`src/rtl/smeu_pkg.sv`:
```
`timescale 1ns / 1ps
// ----------------------------------------------------------------------------
// smeu_pkg
// Shared types and constants of the stack machine execute unit.
// ----------------------------------------------------------------------------
package smeu_pkg;

	localparam int STACK_DEPTH = 64;
	localparam int DATA_WORDS  = 256;
	localparam int SP_W        = $clog2(STACK_DEPTH);
	localparam int CNT_W       = 7;
	localparam int ADDR_W      = $clog2(DATA_WORDS);

	localparam logic [2:0] FN_PUSH  = 3'd0;
	localparam logic [2:0] FN_POP   = 3'd1;
	localparam logic [2:0] FN_ADD   = 3'd2;
	localparam logic [2:0] FN_SUB   = 3'd3;
	localparam logic [2:0] FN_MUL   = 3'd4;
	localparam logic [2:0] FN_DIV   = 3'd5;
	localparam logic [2:0] FN_FETCH = 3'd6;
	localparam logic [2:0] FN_STORE = 3'd7;

	localparam logic [1:0] ST_OK    = 2'd0;
	localparam logic [1:0] ST_STACK = 2'd1;
	localparam logic [1:0] ST_DIV0  = 2'd2;
	localparam logic [1:0] ST_ADDR  = 2'd3;

	typedef struct packed {
		logic [2:0]        func;
		logic [31:0]       operand;
		logic              addr_ok;
		logic [ADDR_W-1:0] addr;
	} instr_t;

endpackage

```
`src/rtl/smeu_front.sv`:
```
`timescale 1ns / 1ps
// ----------------------------------------------------------------------------
// smeu_front
// Accepts instruction beats, checks the memory address and holds them in a
// two-entry queue for the execution part.
// ----------------------------------------------------------------------------
module smeu_front import smeu_pkg::*; (
	input  logic        clk,
	input  logic        arst_n,
	input  logic        valid_in,
	output logic        stall_out,
	input  logic [2:0]  func,
	input  logic [31:0] operand,
	output logic        q_valid,
	input  logic        q_take,
	output instr_t      q_head
);

	instr_t     ent_q [2];
	logic       rd_q, wr_q;
	logic [1:0] cnt_q;
	logic       push;
	instr_t     cls;

	always_comb begin
		cls.func    = func;
		cls.operand = operand;
		cls.addr_ok = (operand < 32'(DATA_WORDS));
		cls.addr    = operand[ADDR_W-1:0];
	end

	assign stall_out = (cnt_q == 2'd2);
	assign push      = valid_in && !stall_out;
	assign q_valid   = (cnt_q != 2'd0);
	assign q_head    = ent_q[rd_q];

	always_ff @(posedge clk) begin
		if (push) begin
			ent_q[wr_q] <= cls;
		end
	end

	always_ff @(posedge clk or negedge arst_n) begin
		if (!arst_n) begin
			rd_q  <= 1'b0;
			wr_q  <= 1'b0;
			cnt_q <= 2'd0;
		end else begin
			if (push) begin
				wr_q <= !wr_q;
			end
			if (q_take) begin
				rd_q <= !rd_q;
			end
			cnt_q <= cnt_q + {1'b0, push} - {1'b0, q_take};
		end
	end

	a_no_take_empty: assert property (@(posedge clk) disable iff (!arst_n)
		q_take |-> q_valid) else $error("queue read while empty");
	a_cnt_range: assert property (@(posedge clk) disable iff (!arst_n)
		cnt_q != 2'd3) else $error("queue count out of range");
	a_full_stalls: assert property (@(posedge clk) disable iff (!arst_n)
		(cnt_q == 2'd2) |-> stall_out) else $error("full queue not stalling");

endmodule

```
`config.mk`:
```
export PLATFORM = sky130hd
export DESIGN_NAME = smeu_front
export DESIGN_NICKNAME = d
export VERILOG_FILES = /design/src/rtl/smeu_pkg.sv /design/src/rtl/smeu_front.sv
export SDC_FILE = /design/constraint.sdc
export NUM_CORES = 1
export LEC_CHECK = 0
export BUFFER_PORTS_ARGS = -buffer_cell sky130_fd_sc_hd__buf_2
export CAP_MARGIN = 20
export CORE_ASPECT_RATIO = 1.75
export CORE_MARGIN = 2
export CORE_UTILIZATION = 46
export DETAILED_ROUTE_END_ITERATION = 8
export PLACE_DENSITY = 0.81
export SLEW_MARGIN = 20
export SYNTH_ARGS = -nofsm -noshare
export SYNTH_HDL_FRONTEND = slang
export SYNTH_SLANG_ARGS = --single-unit
```
`constraint.sdc`:
```
create_clock -name clk -period 2.64 [get_ports clk]
set_input_delay 0.264 -clock clk [delete_from_list [all_inputs] [get_ports clk]]
set_output_delay 0.264 -clock clk [all_outputs]
set_load 0.005 [all_outputs]
```
Word-level counts from Yosys, hierarchy flattened --
Memories as Yosys holds them, arrays and structs flattened. Index checks and enable logic that the tools add are counted.
Operators by class: add/sub/neg operators 2, $lt $le $gt $ge 1, muxes and demuxes 2, reduce and logical (&&, ||, !) cells 5, eq/ne operators 1
Operators with widths (number):
- $lt 32x9->1 const B | 1
- $logic_not 1->1 | 3
- $add 2x1->2 | 1
- $eq 2x2->1 const B | 1
- $mux 1 | 2
- $reduce_bool 2->1 | 1
- $sub 2x1->2 | 1
- $logic_and 1x1->1 | 1
Word-level totals: RAM bits 88, bits of input ports 39, output and inout bits 46, memories 1, logic and storage cells 15, register bits after elaboration 4
Memories:
- ent_q | depth 2, width 44, rd ports 1, clocked after Yosys merged registers in 0, write ports 1, RTL line smeu_front.sv:19 | instr_t ent_q [2];

Logic depth before layout (Yosys ltp) --
Gate-level depths: netlist of the first run.
depth after elaboration 5, mapped depth 7, gate-level depth less buffers 7

Worst setup path before layout of the first run --
Ideal clock, no wire load.
path kind reg-to-reg, from register cnt_q[1], to memory ent_q[0][10] (netlist name) (enable), required time 2.211 ns, setup time 0.429 ns, arrival 2.108 ns, buffers on the path 0, cell stages (with the launch flop) 4, slack 0.103 ns, clock period less this slack 2.537 ns, cell sequence dfrtp_1 > nand2b_1 > nand2_1 > nor2_1
On the way: longest elaborated chain between the ends 5
RTL lines:
- from (decl) | RTL line smeu_front.sv:21 | logic [1:0] cnt_q;
- from (signal assigned) | RTL line smeu_front.sv:55 | cnt_q <= cnt_q + {1'b0, push} - {1'b0, q_take};
- $eq 2x2->1 | RTL line smeu_front.sv:32 | assign stall_out = (cnt_q == 2'd2);
- $logic_not 1->1 | RTL line smeu_front.sv:33 | assign push = valid_in && !stall_out;
- $logic_and 1x1->1 | RTL line smeu_front.sv:33
- $mux 1 | RTL line smeu_front.sv:38 | if (push) begin
- $mux 1 (not written as such) | RTL line smeu_front.sv:39 | ent_q[wr_q] <= cls;
- to (decl) | RTL line smeu_front.sv:19
Every way passes these cells.

==> results of run 1 <==
-- cell usage after synthesis, drive strengths merged --
cell type and count:
xor2 1, or2 1, nand2 2, nand2b 1
buf 12, nor4 6, ha 2, edfxtp 72
xnor2 3, and3 1, dfrtp 4, inv 2
nand4 1, nor2 2, mux2 36
-- area by class of cell --
| class | instances | area share |
|---|---|---|
| clock buffer | 9 | 0.0587 |
| clock inverter | 6 | 0.0271 |
| multi-input combinational | 56 | 0.172 |
| tap | 82 | 0.0267 |
| timing repair buffer | 89 | 0.123 |
| inverter | 2 | 0.00196 |
| sequential | 76 | 0.590 |
-- logic make-up (layout without fill, tap and decap cells) --
| logic type | after synthesis | after routing | share of synthesized area |
|---|---|---|---|
| DFF | 76 | 76 | 0.741 |
| muxes | 36 | 36 | 0.168 |
| and+or+nand+nor | 14 | 14 | 0.0254 |
| buffers and inverters | 14 | 106 | 0.0455 |
| xor gates and xnor gates | 4 | 4 | 0.0115 |
| adders and majority gates | 2 | 2 | 0.00820 |
-- flip-flops by register name, summed over array words and instances, names as in the netlist --
| name | count |
|---|---|
| ent_q | 72 |
| cnt_q | 2 |
| rd_q | 1 |
| wr_q | 1 |
-- power by group --
part / switching (W) / total [W] / internal [W]
Sequential: 0.000131 / 0.00179 / 0.00166
Combinational: 0.000531 / 0.00124 / 0.000707
Clock: 0.000415 / 0.00132 / 0.000909
Total: 0.00108 / 0.00435 / 0.00327
-- how the worst max path moves through the flow --
stage	slack, ns	end	start
2_1_floorplan	0.10	ent_q[0][10]$_DFFE_PP_	cnt_q[1]$_DFF_PN0_
3_3_place_gp	0.87	ent_q[0][16]$_DFFE_PP_	cnt_q[1]$_DFF_PN0_
3_5_place_dp	0.83	ent_q[0][42]$_DFFE_PP_	cnt_q[1]$_DFF_PN0_
4_1_cts	0.61	q_head[37]	rd_q$_DFFE_PN0P_
5_1_grt	0.58	q_head[37]	rd_q$_DFFE_PN0P_
6_report	0.65	q_head[37]	rd_q$_DFFE_PN0P_
-- worst max-delay path, cell delays in order, from the launching register on --
cell and delay [ns]:
dfrtp_2 0.61, buf_12 0.27, mux2_2 0.37, buf_2 0.13
-- per-layer routing --
layer,vias to the layer above,routed length [um],track usage
met1,771,1800,0.147
met3,10,227,0.0444
met4,0,114,0.0931
li1,736,-,-
met5,-,0,0
met2,46,2980,0.273
-- per-stage QoR --
step	instance area, um^2	worst slack (ns)	std cells
6_report	3840	0.653	320
2_1_floorplan	3050	0.103	146
5_1_grt	3840	0.583	320
3_5_place_dp	3500	0.827	304
4_1_cts	3840	0.608	320
3_3_place_gp	3500	0.874	304
==> results.md, run 1 <==
- FP Rows: 39
- # hold bufs at CTS: 1
- Initial Util: 0.470
- Leak pwr: 1.56 nW
- Routed Wire Length: 5120 um
- Core Util, Final: 0.591
- CP Capture Type: output port
- Worst slew margin: 0.584
- Hold WS: 0.132 ns
- Chip height: 112 um
- Antenna Cells: 0
- Hold endpoint: ent_q[0][42]$_DFFE_PP_
- GR Overflow Total: 0
- DRT Pass-1 Iters: 4
- Least-Margin Pin Slew: 0.622 ns
- Synth area leader: edfxtp_1
- WL/cell: 16.0 um
- First-pass GRT wire length: 7860 um
- Worst clock skew: 0.00386 ns
- Footprint of the multi-input gates: 661 um^2
- Cell count of the worst reg-to-reg path: 4
- Iter 0 DRT Violations: 54
- Final setup violation count: 0
- CTS tree: done
- Chip Width: 65.6 um
- Max-slew violations: 0
- Fillers: 488
- Htree depth: 3
- Status: finished clean
- Syn Area/Cell: 20.9 um^2
- Hold path startpoint: func[1]
- RR Startpoint: cnt_q[1]$_DFF_PN0_
- Largest net degree at the start of global routing: 37
- DR vias/cell: 4.88
- Worst skew pair latency: 0.32 ns
- Setup TNS: 0 ns
- FF-to-FF End: ent_q[0][43]$_DFFE_PP_
- Worst EP required: 2.38 ns
- Pwr Total: 0.00435 W
- Mapped cell area: 3050 um^2
- Commonest non-fill, non-tap cell in the layout: buf_2
- Area contributors post-synth: edfxtp_1 (71%), mux2_4 (14%), dfrtp_1 (3.3%)
- Sequential fraction of the synthesis area: 0.741
- Most frequent cells in the layout: buf_2 (84), edfxtp_1 (72), mux2_4 (29), clkbuf_16 (9), mux2_2 (7)
- Synth Instances: 146
- Crit Path Class: flip-flop to output port
- Crit share post-route: 0.753
- Crit start category: flip-flop
- Max Freq: 0.503 GHz
- Reg2Reg Setup Slack: 0.84 ns
- Synth Net Count: 187
- Floorplan core area: 6490 um^2
- Power density over cell area: 1130 nW/um^2
- Io pins: 85
- CTS Sinks: 76
- Max-cap viol count: 0
- Vias after detailed routing: 1563
- Clock Tree Buf Depth: 2
- CTS Buf Count: 9
- GRT Util Overall: 0.152
- Register area: 2260 um^2
- Minimum clock period: 1.99 ns
- Warnings from Yosys: 0
- Endpoints failing hold: 0
- Class of the worst hold path: primary input to flip-flop
- Clock root buffer: clkbuf_16
- HPWL after DPL: 3600 um
- Cell depth of the worst hold path: 1
- Clk pin slew, worst setup/hold paths: 0.05 ns
- Initial antenna violation count: 0
- Post-synth top area share: 0.708
- DRC: 0
- Unique cell type count in the Yosys netlist: 18
- Arr. time, crit path: 1.72 ns
- Area delta synth->final: 25.7%
- Port-buffer cells: 84
- Crit-path max FO: 26
- Share of layout cells above drive strength 1: 0.597
- # resized after CTS: 0
- Maximum vdd drop: 867 uV
- Die area: 7330 um^2
- RD Place Congestion: 0.703
- Remaining antenna violation count after routing: 0
- RSZ-0062 raised after global routing: no
- Final net count: 275
- Vias in the first global route: 1652
- Post-CTS Setup Repair Bufs: 0
- FF+latch count, synth: 76
(Power assumes the default switching activity.)
==> inputs of run 2 (changes only) <==
--- a/config.mk
+++ b/config.mk
@@ -9,9 +9,9 @@
 export CAP_MARGIN = 20
 export CORE_ASPECT_RATIO = 1.75
 export CORE_MARGIN = 2
-export CORE_UTILIZATION = 46
+export CORE_UTILIZATION = 51
 export DETAILED_ROUTE_END_ITERATION = 8
-export PLACE_DENSITY = 0.81
+export PLACE_DENSITY = 0.85
 export SLEW_MARGIN = 20
 export SYNTH_ARGS = -nofsm -noshare
 export SYNTH_HDL_FRONTEND = slang
==> constraint.sdc (replaced) <==
create_clock -name clk -period 1.89 [get_ports clk]
set_input_delay 0.189 -clock clk [delete_from_list [all_inputs] [get_ports clk]]
set_output_delay 0.189 -clock clk [all_outputs]
set_load 0.005 [all_outputs]
==> run 2 against run 1 <==
Global-route usage rose by 0.27 points. Largest power group unchanged. Critical endpoint is now q_head[40]. Flip-flop and latch count did not move. Clock power fell by 5%. Critical path depth is the same. Register-to-register slack worse by 0.52 ns. Combinational power rose by 45%. Sequential power is 35% higher. Die area is 9.3% lower. Clock skew grew 0.00092 ns. Final cell count shrank 0.31%.
==> results.md, run 2 (synthesized netlist as in run 1, its figures left out) <==
- Status: finished clean
- Floorplan core area: 5830 um^2 (-10%)
- Clk pin slew, worst setup/hold paths: 0.07 ns (+0.02 ns)
- Clock power frac: 0.229 (-0.075)
- Chip Width: 62.5 um (-4.7%)
- Worst path slowest cell: mux2_2
- Io pins: 85 (unchanged)
- Sw Share: 0.265 (+0.0172)
- # resized after CTS: 0 (unchanged)
- Share of layout cells above drive strength 1: 0.593 (-0.00328)
- Leak pwr: 1.51 nW (-3.3%)
- Cell count of the worst reg-to-reg path: 7 (+3)
- Crit Path Class: flip-flop to output port
- Worst skew pair latency: 0.34 ns (+0.02 ns)
- Final net count: 277 (+0.73%)
- RD Place Congestion: 0.676 (-3.9%)
- WP depth: 3 (unchanged)
- Commonest non-fill, non-tap cell in the layout: buf_2
- Sequential power share: 0.443 (+0.032)
- First-pass GRT wire length: 7350 um (-6.5%)
- Die area: 6650 um^2 (-9.3%)
- Largest regs: ent_q x72, cnt_q x2
- Class of the worst hold path: primary input to flip-flop
- RSZ-0062 raised after global routing: no
- GR Overflow Total: 0 (unchanged)
- CTS Sinks: 76 (unchanged)
- Final setup violation count: 0 (unchanged)
- Core Util, Final: 0.636 (+0.0449)
- Worst EP required: 1.70 ns (-0.68 ns)
- Design Area, Final: 3710 um^2 (-3.3%)
- FF-to-FF End: cnt_q[1]$_DFF_PN0_
- CP top delay family: buffers and inverters
- CP startpoint: rd_q$_DFFE_PN0P_
- Maximum vdd drop: 963 uV (+11%)
- Htree depth: 3 (unchanged)
- DRT Pass-1 Iters: 4 (unchanged)
- Power density over cell area: 1470 nW/um^2 (+30%)
- Worst slew margin: 0.701 (+0.117)
- CTS Buf Count: 9 (unchanged)
- Crit-path max FO: 20 (-23%)
- Port-buffer cells: 84 (unchanged)
- Max Freq: 0.585 GHz
- Setup crit end: q_head[40]
- P_int: 0.00402 W (+23%)
- WL/cell: 15.1 um (-5.5%)
- Comb pwr share: 0.328 (+0.043)
- Endpoints failing hold: 0 (unchanged)
- Max-cap viol count: 0 (unchanged)
- Max reg flops: 72 (unchanged)
- Area delta synth->final: 21.5%
- Reg2Reg Setup Slack: 0.32 ns (-0.52 ns)
- Crit path largest cell delay: 0.37 ns (-0.24 ns)
- Most frequent cells in the layout: buf_2 (84), edfxtp_1 (72), mux2_4 (29), clkbuf_8 (9), mux2_2 (7)
- Iter 0 DRT Violations: 35 (-35%)
- Placed cell count: 302 (-0.66%)
- Minimum clock period: 1.71 ns
- RR Startpoint: cnt_q[0]$_DFF_PN0_
- Max-slew violations: 0 (unchanged)
- Cell area after placement: 3490 um^2 (about the same)
- Crit start category: flip-flop
- Biggest register: ent_q
- Initial Util: 0.523 (+0.0530)
- Initial antenna violation count: 0 (unchanged)
- Clock root buffer: clkbuf_8
- Critical path buffer and inverter count: 2 (unchanged)
- FP Rows: 37 (-5.1%)
- Antenna Cells: 0 (unchanged)
- HPWL after DPL: 3470 um (-3.4%)
- CTS tree: done
- CP Capture Type: output port
- Chip height: 106 um (-4.8%)
- Clock Tree Buf Depth: 2 (unchanged)
- CP Cell Sequence: buf_4 > mux2_2 > buf_2
- Worst clock skew: 0.00478 ns (+0.000922 ns)
- GRT Util Overall: 0.155 (+0.00269)
- DRC: 0 (unchanged)
- Vias after detailed routing: 1521 (-2.7%)
- Largest net degree at the start of global routing: 22 (-41%)
- Crit share post-route: 0.904
- Final std cells w/o fill: 319 (-0.31%)
- Routed Wire Length: 4820 um (-5.8%)
- DR vias/cell: 4.77 (-2.4%)
- Remaining antenna violation count after routing: 0 (unchanged)
- Least-Margin Pin Slew: 0.445 ns (-0.178 ns)
- Psw: 0.00145 W (+34%)
- Setup TNS: 0 ns (unchanged)
- Arr. time, crit path: 1.52 ns (-0.20 ns)
- Vias in the first global route: 1538 (-6.9%)
-- run 2: cell count changes in the layout (fill, tap and decap cells not counted), sizes merged --
cell,before,now
clkinv,3,5
bufinv,3,2
buf,88,90
-- run 2: worst min path at each step --
| stage | start | end | slack (ns) | depth (start not counted) |
|---|---|---|---|---|
| 2_1_floorplan | arst_n | cnt_q[0]$_DFF_PN0_ | -0.11 | 0 |
| 3_3_place_gp | arst_n | cnt_q[0]$_DFF_PN0_ | -0.002 | 1 |
| 3_5_place_dp | arst_n | cnt_q[1]$_DFF_PN0_ | 0.002 | 1 |
| 4_1_cts | operand[3] | ent_q[0][12]$_DFFE_PP_ | 0.006 | 1 |
| 5_1_grt | operand[2] | ent_q[1][11]$_DFFE_PP_ | 0.02 | 1 |
| 6_report | operand[4] | ent_q[1][13]$_DFFE_PP_ | 0.04 | 1 |
-- run 2: repair_timing --
item | 4_1_cts | 5_1_grt
endpoints found under the hold margin | 4 | 0
setup buffers | 0 | 0
hold buffers | 1 | 0
-- run 2: through the flow --
step | setup WS [ns] | power [W] | hold slack (ns)
2_1_floorplan | 0.0770 | 0.00382 | -0.107
3_3_place_gp | 0.402 | 0.00422 | -0.00241
3_5_place_dp | 0.326 | 0.00429 | 0.00227
4_1_cts | 0.135 | 0.00556 | 0.00619
5_1_grt | 0.100 | 0.00575 | 0.0170
6_report | 0.181 | 0.00547 | 0.0380
-- run 2: worst register-to-register path: cells and delay by family (launching register included) --
kind          cells  cell delay (ns)
simple gates      2             0.29
fa+ha+maj         2             0.49
flops             1             0.37
xor+xnor          2             0.31
buf+inv           1             0.04
-- run 2: area by class of cell --
class,count,area [um^2]
sequential,76,2260
clock buffer,9,124
multi-input combinational,56,661
clock inverter,7,81.3
inverter,2,7.51
timing repair buffer,91,475
fill,453,2120
tap,78,97.6
-- run 2: power groups by stage --
stage | clock (W) | sequential [W] | combinational [W]
floorplan | 0 | 0.00243 | 0.00139
global placement | 0 | 0.00243 | 0.00179
detailed placement | 0 | 0.00246 | 0.00183
CTS | 0.00130 | 0.00243 | 0.00184
global route | 0.00135 | 0.00245 | 0.00195
finish | 0.00125 | 0.00242 | 0.00180
-- run 2: routing by layer --
| metal | wire length (um) | share of wire | track usage |
|---|---|---|---|
| met5 | 0 | 0 | 0 |
| met4 | 87 | 0.018 | 0.0857 |
| met3 | 222 | 0.046 | 0.0529 |
| met2 | 2840 | 0.59 | 0.274 |
| met1 | 1670 | 0.35 | 0.158 |
